[src/rtl/fbrq_pkg.sv]
// ----------------------------------------------------------------------------
// fbrq_pkg
// Shared widths, codes and reset values for the frame buffer recycle queues.
// ----------------------------------------------------------------------------
`default_nettype none

package fbrq_pkg;

  localparam int CMD_W    = 3;
  localparam int IDX_W    = 4;
  localparam int STATUS_W = 2;
  localparam int CFG_W    = 5;

  localparam int MAX_BUFFERS_DEF = 16;

  localparam logic [CFG_W-1:0] COUNT_RESET = 5'd16;

  typedef enum logic [CMD_W-1:0] {
    CMD_CAM_PUSH_READY = 3'd0,
    CMD_CAM_POP_FREE   = 3'd1,
    CMD_CLI_PUSH_FREE  = 3'd2,
    CMD_CLI_POP_READY  = 3'd3,
    CMD_RESET          = 3'd4
  } command_t;

  typedef enum logic [STATUS_W-1:0] {
    ST_OK    = 2'd0,
    ST_FULL  = 2'd1,
    ST_EMPTY = 2'd2
  } status_t;

endpackage

`default_nettype wire

[src/rtl/fbrq_if.sv]
// ----------------------------------------------------------------------------
// fbrq_if
// Request and result channels of the frame buffer recycle queues.
// ----------------------------------------------------------------------------
`default_nettype none

interface fbrq_cmd_if;
  logic                        valid;
  logic                        ready;
  logic [fbrq_pkg::CMD_W-1:0]  command;
  logic [fbrq_pkg::IDX_W-1:0]  push_index;

  modport source (output valid, output command, output push_index, input ready);
  modport sink   (input valid, input command, input push_index, output ready);
endinterface

interface fbrq_res_if;
  logic                          valid;
  logic                          ready;
  logic [fbrq_pkg::STATUS_W-1:0] status;
  logic [fbrq_pkg::IDX_W-1:0]    pop_index;

  modport source (output valid, output status, output pop_index, input ready);
  modport sink   (input valid, input status, input pop_index, output ready);
endinterface

`default_nettype wire

[src/rtl/fbrq_ram.sv]
// ----------------------------------------------------------------------------
// fbrq_ram
// Generic single-write, single-read RAM with registered, enabled read.
// ----------------------------------------------------------------------------
`default_nettype none

module fbrq_ram #(
  parameter int WIDTH = 4,
  parameter int DEPTH = 16,
  localparam int AW = (DEPTH > 1) ? $clog2(DEPTH) : 1
) (
  input  wire logic             clk,
  input  wire logic             we,
  input  wire logic [AW-1:0]    waddr,
  input  wire logic [WIDTH-1:0] wdata,
  input  wire logic             re,
  input  wire logic [AW-1:0]    raddr,
  output logic      [WIDTH-1:0] rdata
);

  logic [WIDTH-1:0] mem [DEPTH];

  always_ff @(posedge clk) begin
    if (we) begin
      mem[waddr] <= wdata;
    end
  end

  // hold read data while no read is issued
  always_ff @(posedge clk) begin
    if (re) begin
      rdata <= mem[raddr];
    end
  end

endmodule

`default_nettype wire

[src/rtl/frame_buffer_recycle_queues.sv]
// Path: an accepted request goes to the request stage, then to the result register.
// Throughput: one request per cycle, held back only by a stalled result.
// The request stage covers the registered read of the ring RAMs.
// Reset: rst sets the buffer count to 16, fills the free queue with 0..n-1
// through per-entry valid bits (no clearing pass) and empties the ready queue.
// ----------------------------------------------------------------------------
// frame_buffer_recycle_queues
// Free and ready queues of frame buffer indices sharing one wrap length.
// ----------------------------------------------------------------------------
`default_nettype none

module frame_buffer_recycle_queues #(
  parameter int MAX_BUFFERS = fbrq_pkg::MAX_BUFFERS_DEF
) (
  input  wire logic                        clk,
  input  wire logic                        rst,
  fbrq_cmd_if.sink                         cmd,
  fbrq_res_if.source                       res,
  input  wire logic                        cfg_wr_en,
  input  wire logic [fbrq_pkg::CFG_W-1:0]  cfg_wr_data
);

  import fbrq_pkg::*;

  localparam int AW      = (MAX_BUFFERS > 1) ? $clog2(MAX_BUFFERS) : 1;
  localparam int CNT_W   = $clog2(MAX_BUFFERS + 1);
  localparam int RESET_N = (int'(COUNT_RESET) > MAX_BUFFERS) ? MAX_BUFFERS
                                                             : int'(COUNT_RESET);

  function automatic logic [CNT_W-1:0] active_count(input logic [CFG_W-1:0] v);
    logic [CNT_W-1:0] n;
    if (v == '0) begin
      n = CNT_W'(1);
    end else if (32'(v) > 32'(MAX_BUFFERS)) begin
      n = CNT_W'(MAX_BUFFERS);
    end else begin
      n = CNT_W'(v);
    end
    return n;
  endfunction

  function automatic logic [AW-1:0] wrap_add(input logic [AW-1:0]    base,
                                             input logic [CNT_W-1:0] step,
                                             input logic [CNT_W-1:0] n);
    logic [CNT_W:0] sum;
    sum = (CNT_W+1)'(base) + (CNT_W+1)'(step);
    if (sum >= {1'b0, n}) begin
      sum = sum - {1'b0, n};
    end
    return AW'(sum);
  endfunction

  // configuration and queue state
  logic [CFG_W-1:0]       buffer_count;
  logic [AW-1:0]          free_head, free_head_next;
  logic [CNT_W-1:0]       free_fill, free_fill_next;
  logic [AW-1:0]          ready_head, ready_head_next;
  logic [CNT_W-1:0]       ready_fill, ready_fill_next;
  logic [MAX_BUFFERS-1:0] free_valid;

  // request stage (ring read in flight) and result register
  logic                   s1_valid;
  status_t                s1_status;
  logic                   s1_pop_ok;
  logic                   s1_from_free;
  logic                   s1_entry_valid;
  logic [IDX_W-1:0]       s1_fallback;
  logic                   res_valid;
  status_t                res_status;
  logic [IDX_W-1:0]       res_pop_index;

  logic                   accept;
  logic                   s1_adv;
  logic [CNT_W-1:0]       n;
  status_t                status_now;
  logic                   pop_ok_now;
  logic                   from_free_now;
  logic                   queue_reset;

  logic                   free_we, free_re;
  logic [AW-1:0]          free_waddr;
  logic [IDX_W-1:0]       free_rdata;
  logic                   ready_we, ready_re;
  logic [AW-1:0]          ready_waddr;
  logic [IDX_W-1:0]       ready_rdata;

  assign n      = active_count(buffer_count);
  assign s1_adv = !res_valid || res.ready;
  assign accept = cmd.valid && cmd.ready;

  assign cmd.ready     = !s1_valid || s1_adv;
  assign res.valid     = res_valid;
  assign res.status    = res_status;
  assign res.pop_index = res_pop_index;

  always_comb begin
    status_now      = ST_OK;
    pop_ok_now      = 1'b0;
    from_free_now   = 1'b0;
    queue_reset     = cfg_wr_en;
    free_we         = 1'b0;
    free_re         = 1'b0;
    free_waddr      = wrap_add(free_head, free_fill, n);
    ready_we        = 1'b0;
    ready_re        = 1'b0;
    ready_waddr     = wrap_add(ready_head, ready_fill, n);
    free_head_next  = free_head;
    free_fill_next  = free_fill;
    ready_head_next = ready_head;
    ready_fill_next = ready_fill;
    if (accept) begin
      case (cmd.command)
        CMD_CAM_PUSH_READY: begin
          if (ready_fill >= n) begin
            status_now = ST_FULL;
          end else begin
            ready_we        = 1'b1;
            ready_fill_next = ready_fill + CNT_W'(1);
          end
        end
        CMD_CAM_POP_FREE: begin
          if (free_fill == '0) begin
            status_now = ST_EMPTY;
          end else begin
            free_re        = 1'b1;
            pop_ok_now     = 1'b1;
            from_free_now  = 1'b1;
            free_head_next = wrap_add(free_head, CNT_W'(1), n);
            free_fill_next = free_fill - CNT_W'(1);
          end
        end
        CMD_CLI_PUSH_FREE: begin
          if (free_fill >= n) begin
            status_now = ST_FULL;
          end else begin
            free_we        = 1'b1;
            free_fill_next = free_fill + CNT_W'(1);
          end
        end
        CMD_CLI_POP_READY: begin
          if (ready_fill == '0) begin
            status_now = ST_EMPTY;
          end else begin
            ready_re        = 1'b1;
            pop_ok_now      = 1'b1;
            ready_head_next = wrap_add(ready_head, CNT_W'(1), n);
            ready_fill_next = ready_fill - CNT_W'(1);
          end
        end
        CMD_RESET: begin
          queue_reset     = 1'b1;
          free_head_next  = '0;
          free_fill_next  = n;
          ready_head_next = '0;
          ready_fill_next = '0;
        end
        default: begin
        end
      endcase
    end
  end

  always_ff @(posedge clk) begin
    if (rst) begin
      buffer_count <= COUNT_RESET;
      free_head    <= '0;
      free_fill    <= CNT_W'(RESET_N);
      ready_head   <= '0;
      ready_fill   <= '0;
    end else if (cfg_wr_en) begin
      buffer_count <= cfg_wr_data;
      free_head    <= '0;
      free_fill    <= active_count(cfg_wr_data);
      ready_head   <= '0;
      ready_fill   <= '0;
    end else begin
      free_head    <= free_head_next;
      free_fill    <= free_fill_next;
      ready_head   <= ready_head_next;
      ready_fill   <= ready_fill_next;
    end
  end

  // an entry not written since the last refill reads as its own index
  always_ff @(posedge clk) begin
    if (rst || queue_reset) begin
      free_valid <= '0;
    end else if (free_we) begin
      free_valid[free_waddr] <= 1'b1;
    end
  end

  always_ff @(posedge clk) begin
    if (rst) begin
      s1_valid <= 1'b0;
    end else if (accept) begin
      s1_valid <= 1'b1;
    end else if (s1_adv) begin
      s1_valid <= 1'b0;
    end
  end

  always_ff @(posedge clk) begin
    if (accept) begin
      s1_status      <= status_now;
      s1_pop_ok      <= pop_ok_now;
      s1_from_free   <= from_free_now;
      s1_entry_valid <= free_valid[free_head];
      s1_fallback    <= IDX_W'(free_head);
    end
  end

  always_ff @(posedge clk) begin
    if (rst) begin
      res_valid <= 1'b0;
    end else if (s1_valid && s1_adv) begin
      res_valid <= 1'b1;
    end else if (res.ready) begin
      res_valid <= 1'b0;
    end
  end

  always_ff @(posedge clk) begin
    if (s1_valid && s1_adv) begin
      res_status <= s1_status;
      if (!s1_pop_ok) begin
        res_pop_index <= '0;
      end else if (!s1_from_free) begin
        res_pop_index <= ready_rdata;
      end else if (s1_entry_valid) begin
        res_pop_index <= free_rdata;
      end else begin
        res_pop_index <= s1_fallback;
      end
    end
  end

  fbrq_ram #(
    .WIDTH (IDX_W),
    .DEPTH (MAX_BUFFERS)
  ) u_free_ring (
    .clk   (clk),
    .we    (free_we),
    .waddr (free_waddr),
    .wdata (cmd.push_index),
    .re    (free_re),
    .raddr (free_head),
    .rdata (free_rdata)
  );

  fbrq_ram #(
    .WIDTH (IDX_W),
    .DEPTH (MAX_BUFFERS)
  ) u_ready_ring (
    .clk   (clk),
    .we    (ready_we),
    .waddr (ready_waddr),
    .wdata (cmd.push_index),
    .re    (ready_re),
    .raddr (ready_head),
    .rdata (ready_rdata)
  );

endmodule

`default_nettype wire
[src/flat_wrapper.sv]
// flat-port wrapper written by rule: the top's interface ports become plain ports
module frame_buffer_recycle_queues_flat import fbrq_pkg::*;
#(
  parameter int MAX_BUFFERS = fbrq_pkg::MAX_BUFFERS_DEF
)
  (clk, rst, cfg_wr_en, cfg_wr_data, cmd_valid, cmd_command, cmd_push_index, cmd_ready, res_valid, res_status, res_pop_index, res_ready);
  fbrq_cmd_if cmd_i ();
  fbrq_res_if res_i ();
  input  wire logic clk;
  input  wire logic rst;
  input  wire logic cfg_wr_en;
  input  wire logic [fbrq_pkg::CFG_W-1:0] cfg_wr_data;
  input wire logic [$bits(cmd_i.valid)-1:0] cmd_valid;
  input wire logic [$bits(cmd_i.command)-1:0] cmd_command;
  input wire logic [$bits(cmd_i.push_index)-1:0] cmd_push_index;
  output wire logic [$bits(cmd_i.ready)-1:0] cmd_ready;
  output wire logic [$bits(res_i.valid)-1:0] res_valid;
  output wire logic [$bits(res_i.status)-1:0] res_status;
  output wire logic [$bits(res_i.pop_index)-1:0] res_pop_index;
  input wire logic [$bits(res_i.ready)-1:0] res_ready;
  assign cmd_i.valid = cmd_valid;
  assign cmd_i.command = cmd_command;
  assign cmd_i.push_index = cmd_push_index;
  assign cmd_ready = cmd_i.ready;
  assign res_valid = res_i.valid;
  assign res_status = res_i.status;
  assign res_pop_index = res_i.pop_index;
  assign res_i.ready = res_ready;
  frame_buffer_recycle_queues #(.MAX_BUFFERS(MAX_BUFFERS)) u_core (.clk(clk), .rst(rst), .cmd(cmd_i), .res(res_i), .cfg_wr_en(cfg_wr_en), .cfg_wr_data(cfg_wr_data));
endmodule
[config.mk]
export PLATFORM = sky130hd
export DESIGN_NAME = frame_buffer_recycle_queues_flat
export DESIGN_NICKNAME = d
export VERILOG_FILES = /design/src/rtl/fbrq_pkg.sv /design/src/rtl/fbrq_if.sv /design/src/rtl/fbrq_ram.sv /design/src/rtl/frame_buffer_recycle_queues.sv /design/src/flat_wrapper.sv
export SDC_FILE = /design/constraint.sdc
export NUM_CORES = 1
export LEC_CHECK = 0
export BUFFER_PORTS_ARGS = -buffer_cell sky130_fd_sc_hd__buf_2
export CAP_MARGIN = 5
export CORE_ASPECT_RATIO = 2
export CORE_MARGIN = 4
export CORE_UTILIZATION = 45
export CTS_CLUSTER_SIZE = 30
export DETAILED_ROUTE_END_ITERATION = 8
export PLACE_DENSITY = 0.61
export SYNTH_ARGS = -nofsm -noshare
export SYNTH_HDL_FRONTEND = slang
export SYNTH_SLANG_ARGS = --single-unit
[constraint.sdc]
create_clock -name clk -period 4.5 [get_ports clk]
set_input_delay 0.9 -clock clk [delete_from_list [all_inputs] [get_ports clk]]
set_output_delay 0.9 -clock clk [all_outputs]
set_load 0.1 [all_outputs]
==> metrics.md <==
| Metric | Value |
|---|---|
| Seq/Total Area, Yosys | `0.564` |
| Maximum vdd drop | `roughly 0.28 mV` |
| Routed vias/inst | `5.91` |
| Synth Flop Type | `edfxtp_1` |
| Residual DRC | `0` |
| Worst reg2reg path endpoint | `u_core.u_free_ring.mem[0][3]` |
| Hold path cells | `0` |
| Register clock-pin slew on the reported worst setup and hold paths | `70 ps` |
| Slew headroom | `0.454` |
| GPL Wtd Cong | `slightly above 0.9` |
| Max Cap Viol | `0` |
| P&R area growth vs syn | `10.7%` |
| Net switching power | `990 uW` |
| Initial antenna violation count | `0` |
| Syn_nets | `between 700 and 800` |
| Via count | `6016` |
| Inserted Clock Buffers | `17` |
| Slew Limit Fails | `0` |
| Deepest clock path buffer count | `2` |
| Clock latency at the later pin of the worst-skew pair | `440 ps` |
| Die Height | `213 um` |
| CTS resizes | `0` |
| Synth area leaders | `edfxtp_1, mux4_2, dfxtp_1` |
| Post-layout power | `3790 uW` |
| First-pass GRT wire length | `roughly 35000 um` |
| Int Power | `2800 uW` |
| Period utilization | `0.883` |
| Sequential share of power | `0.514` |
| Req. time, crit path | `between 4000 and 5000 ps` |
| Crit path launch type | `flip-flop` |
| TritonRoute pass-1 iters | `5` |
| Area of the die | `0.0236 sq mm` |
| Post-route ant nets | `0` |
| Worst hold start | `u_core.s1_status[1]` |
| Setup Total Neg Slack | `0 ps` |
| RSZ-0062 raised after global routing | `false` |
| R2r setup slk | `530 ps` |
| CTS H-tree depth | `4` |
| Vias in the first global route | `roughly 6400` |
| Synth unique cells | `63` |
| Drt total wl | `between 20000 and 25000 um` |
| Post-CTS setup buffer count | `0` |
| Worst hold endpoint | `u_core.res.status[1]` |
| CP max stage delay | `approximately 660 ps` |
| Critical Path End Type | `flip-flop` |
| Synth top cells by count | `edfxtp_1, nor2_1, nand2_1` |
| Sw Ratio | `0.262` |
| Cells on worst reg2reg path | `10` |
| Power Dens Cells | `360 mW/mm^2` |
| 1st-iter DRT viols | `438` |
| Synthesized netlist cell count | `709` |
| Synthesized area per cell | `about 13 sq um` |
| Clk_skew | `8.80 ps` |
| I/O pin total | `25` |
| Hpwl dp | `16600 um` |
| NumNets Final | `810` |
| Worst hold path type | `reg2reg` |
| Leak pwr | `approximately 0.0038 uW` |
| Worst EP arrival | `4120 ps` |
| Final setup viols | `0` |
| Synth Register Bits | `192` |
| Layout cells sized above 1 | `0.180` |
| Largest net degree at the start of global routing | `33` |
| Async S/R FF share, synth | `0` |
| Cell taking the most area after synthesis | `edfxtp_1` |
| Worst Tran Pin Value | `just over 800 ps` |
| Starting Density | `0.462` |
| Clk root buf | `clkbuf_16` |
| Critical path cell sequence | `ha_1, a211oi_1, nor2_1, xor2_1, ha_1, a21oi_1, o21ai_1, a221o_1, a31oi_1, nor2_1` |
| Top-area cell type share of the netlist area | `0.478` |
| Hold-fix buffers, CTS | `0` |
| Avg WL per Cell | `21.7 um` |
| CTS tree | `yes` |
| Clock sink total | `192` |
| Port Buffers | `24` |
| Clk pwr share | `0.389` |
| Hold Fails Final Rpt | `0` |
| Top-count cell post-synth | `edfxtp_1` |
| Crit path kind | `reg2reg` |
| Core box area | `0.0206 sq mm` |
| Fin crit period | `3970 ps` |
| CP max FO | `11` |
| GRT Overall Usage | `0.195` |
| R2r startpoint | `u_core.free_head[1]` |
| Synth Cell Area | `0.00950 sq mm` |
| Grt total ovfl | `0` |
| Die X | `111 um` |
| Logic gate share of total power | `0.097` |
| Maximum clock rate | `252 MHz` |
| Diodes inserted | `0` |
| Row count | `74` |
| Status | `finished, final reports clean` |
| Crit-path slowest cell | `a31oi_1` |
| Yosys warns | `0` |
| Number of flops mapped to enable cells by yosys | `between 150 and 200` |
-- layout make-up --
cell class	count	area, sq um
Tap cell	266	333
Timing Repair Buffer	37	218
Sequential cell	192	5360
Clock buffer	17	425
Inverter	28	105
Multi-Input combinational cell	463	3910
Clock inverter	15	161
Fill cell	1772	10000
-- power by group through the flow --
stage / combinational (uW) / sequential [uW] / clock, uW
after floorplan: 238 / 2000 / 0
after global placement: 355 / 1980 / 0
after detailed placement: 365 / 1990 / 0
after CTS: 367 / 1940 / 1510
after global routing: 402 / 1950 / 1580
final: 367 / 1940 / 1470
-- through the flow --
stage               hold WS, ps  utilization  cell area [sq um]  setup slack (ps)  std cells
global placement            414        0.483               9920               759        986
finish                      424        0.511              10500               526       1018
detailed placement          406        0.483               9920               562        986
global route                437        0.511              10500               235       1018
floorplan                   400            -               9500               878        709
CTS                         424        0.511              10500               540       1018
-- worst max-delay path, delay by kind of cell, from the launching register on --
family	cells	cell delay, ps
DFF	1	540
and+or+nand+nor	2	360
AOI/OAI and AO/OA	5	1750
adders and majority gates	2	660
xor gates and xnor gates	1	370
-- state kept, by name, indices dropped and copies added (netlist names) --
| register | flops |
|---|---|
| u_core.s1_valid | 1 |
| u_core.free_fill | 5 |
| u_core.s1_pop_ok | 1 |
| u_core.res.valid | 1 |
| u_core.u_ready_ring.rdata | 4 |
| u_core.u_ready_ring.mem | 64 |
| u_core.res.status | 2 |
| u_core.free_valid | 16 |
| u_core.u_free_ring.mem | 64 |
| u_core.ready_head | 4 |
| u_core.buffer_count | 5 |
| u_core.ready_fill | 5 |
| u_core.free_head | 4 |
| u_core.s1_from_free | 1 |
| u_core.s1_status | 2 |
| u_core.u_free_ring.rdata | 4 |
| u_core.s1_entry_valid | 1 |
| u_core.s1_fallback | 4 |
| u_core.res.pop_index | 4 |
-- cells in the final DEF, fill, tap and decap left out, types with 9 or more instances in the layout --
master	netlist	layout
xor2_1	13	13
buf_4	1	13
mux4_2	45	45
edfxtp_1	151	151
dfxtp_1	41	41
clkbuf_16	0	17
xnor2_1	11	11
nand2_1	62	62
buf_2	7	24
nor2_1	72	72
a21oi_1	30	30
inv_1	28	28
mux2i_1	13	13
nor3_1	9	9
ha_1	46	46
o21ai_0	35	35
-- how the worst max path moves through the flow --
stage	startpoint	to	slack (ps)	depth (start not counted)
5_1_grt	u_core.free_head[1]	u_core.u_free_ring.mem[13][0]	240	11
3_3_place_gp	u_core.free_head[1]	u_core.u_free_ring.mem[2][3]	760	10
6_report	u_core.free_head[1]	u_core.u_free_ring.mem[0][3]	530	10
4_1_cts	u_core.free_head[1]	u_core.u_free_ring.mem[2][0]	540	11
2_1_floorplan	u_core.ready_head[1]	u_core.u_ready_ring.mem[12][0]	880	12
3_5_place_dp	u_core.free_head[1]	u_core.u_free_ring.mem[2][0]	560	11
-- logic make-up (layout without fill, tap and decap cells) --
| kind of cell | count (synthesis) | count (layout) | synth area share |
|---|---|---|---|
| AO/OA/AOI/OAI | 124 | 124 | 0.0846 |
| buffers and inverters | 54 | 97 | 0.0242 |
| XOR/XNOR | 24 | 24 | 0.0221 |
| multiplexers | 67 | 67 | 0.131 |
| AND/OR/NAND/NOR | 194 | 194 | 0.0962 |
| adder cells (fa/ha/maj) | 54 | 54 | 0.0775 |
| flip-flops | 192 | 192 | 0.564 |
-- per-layer routing --
layer  track usage  vias to the layer above  share of wire
li1              -                     2756              -
met1         0.189                     3041           0.35
met2         0.369                      147           0.56
met3        0.0415                       72          0.033
met4         0.125                        0          0.059
met5             0                        -              0
(Power assumes the default switching activity.)
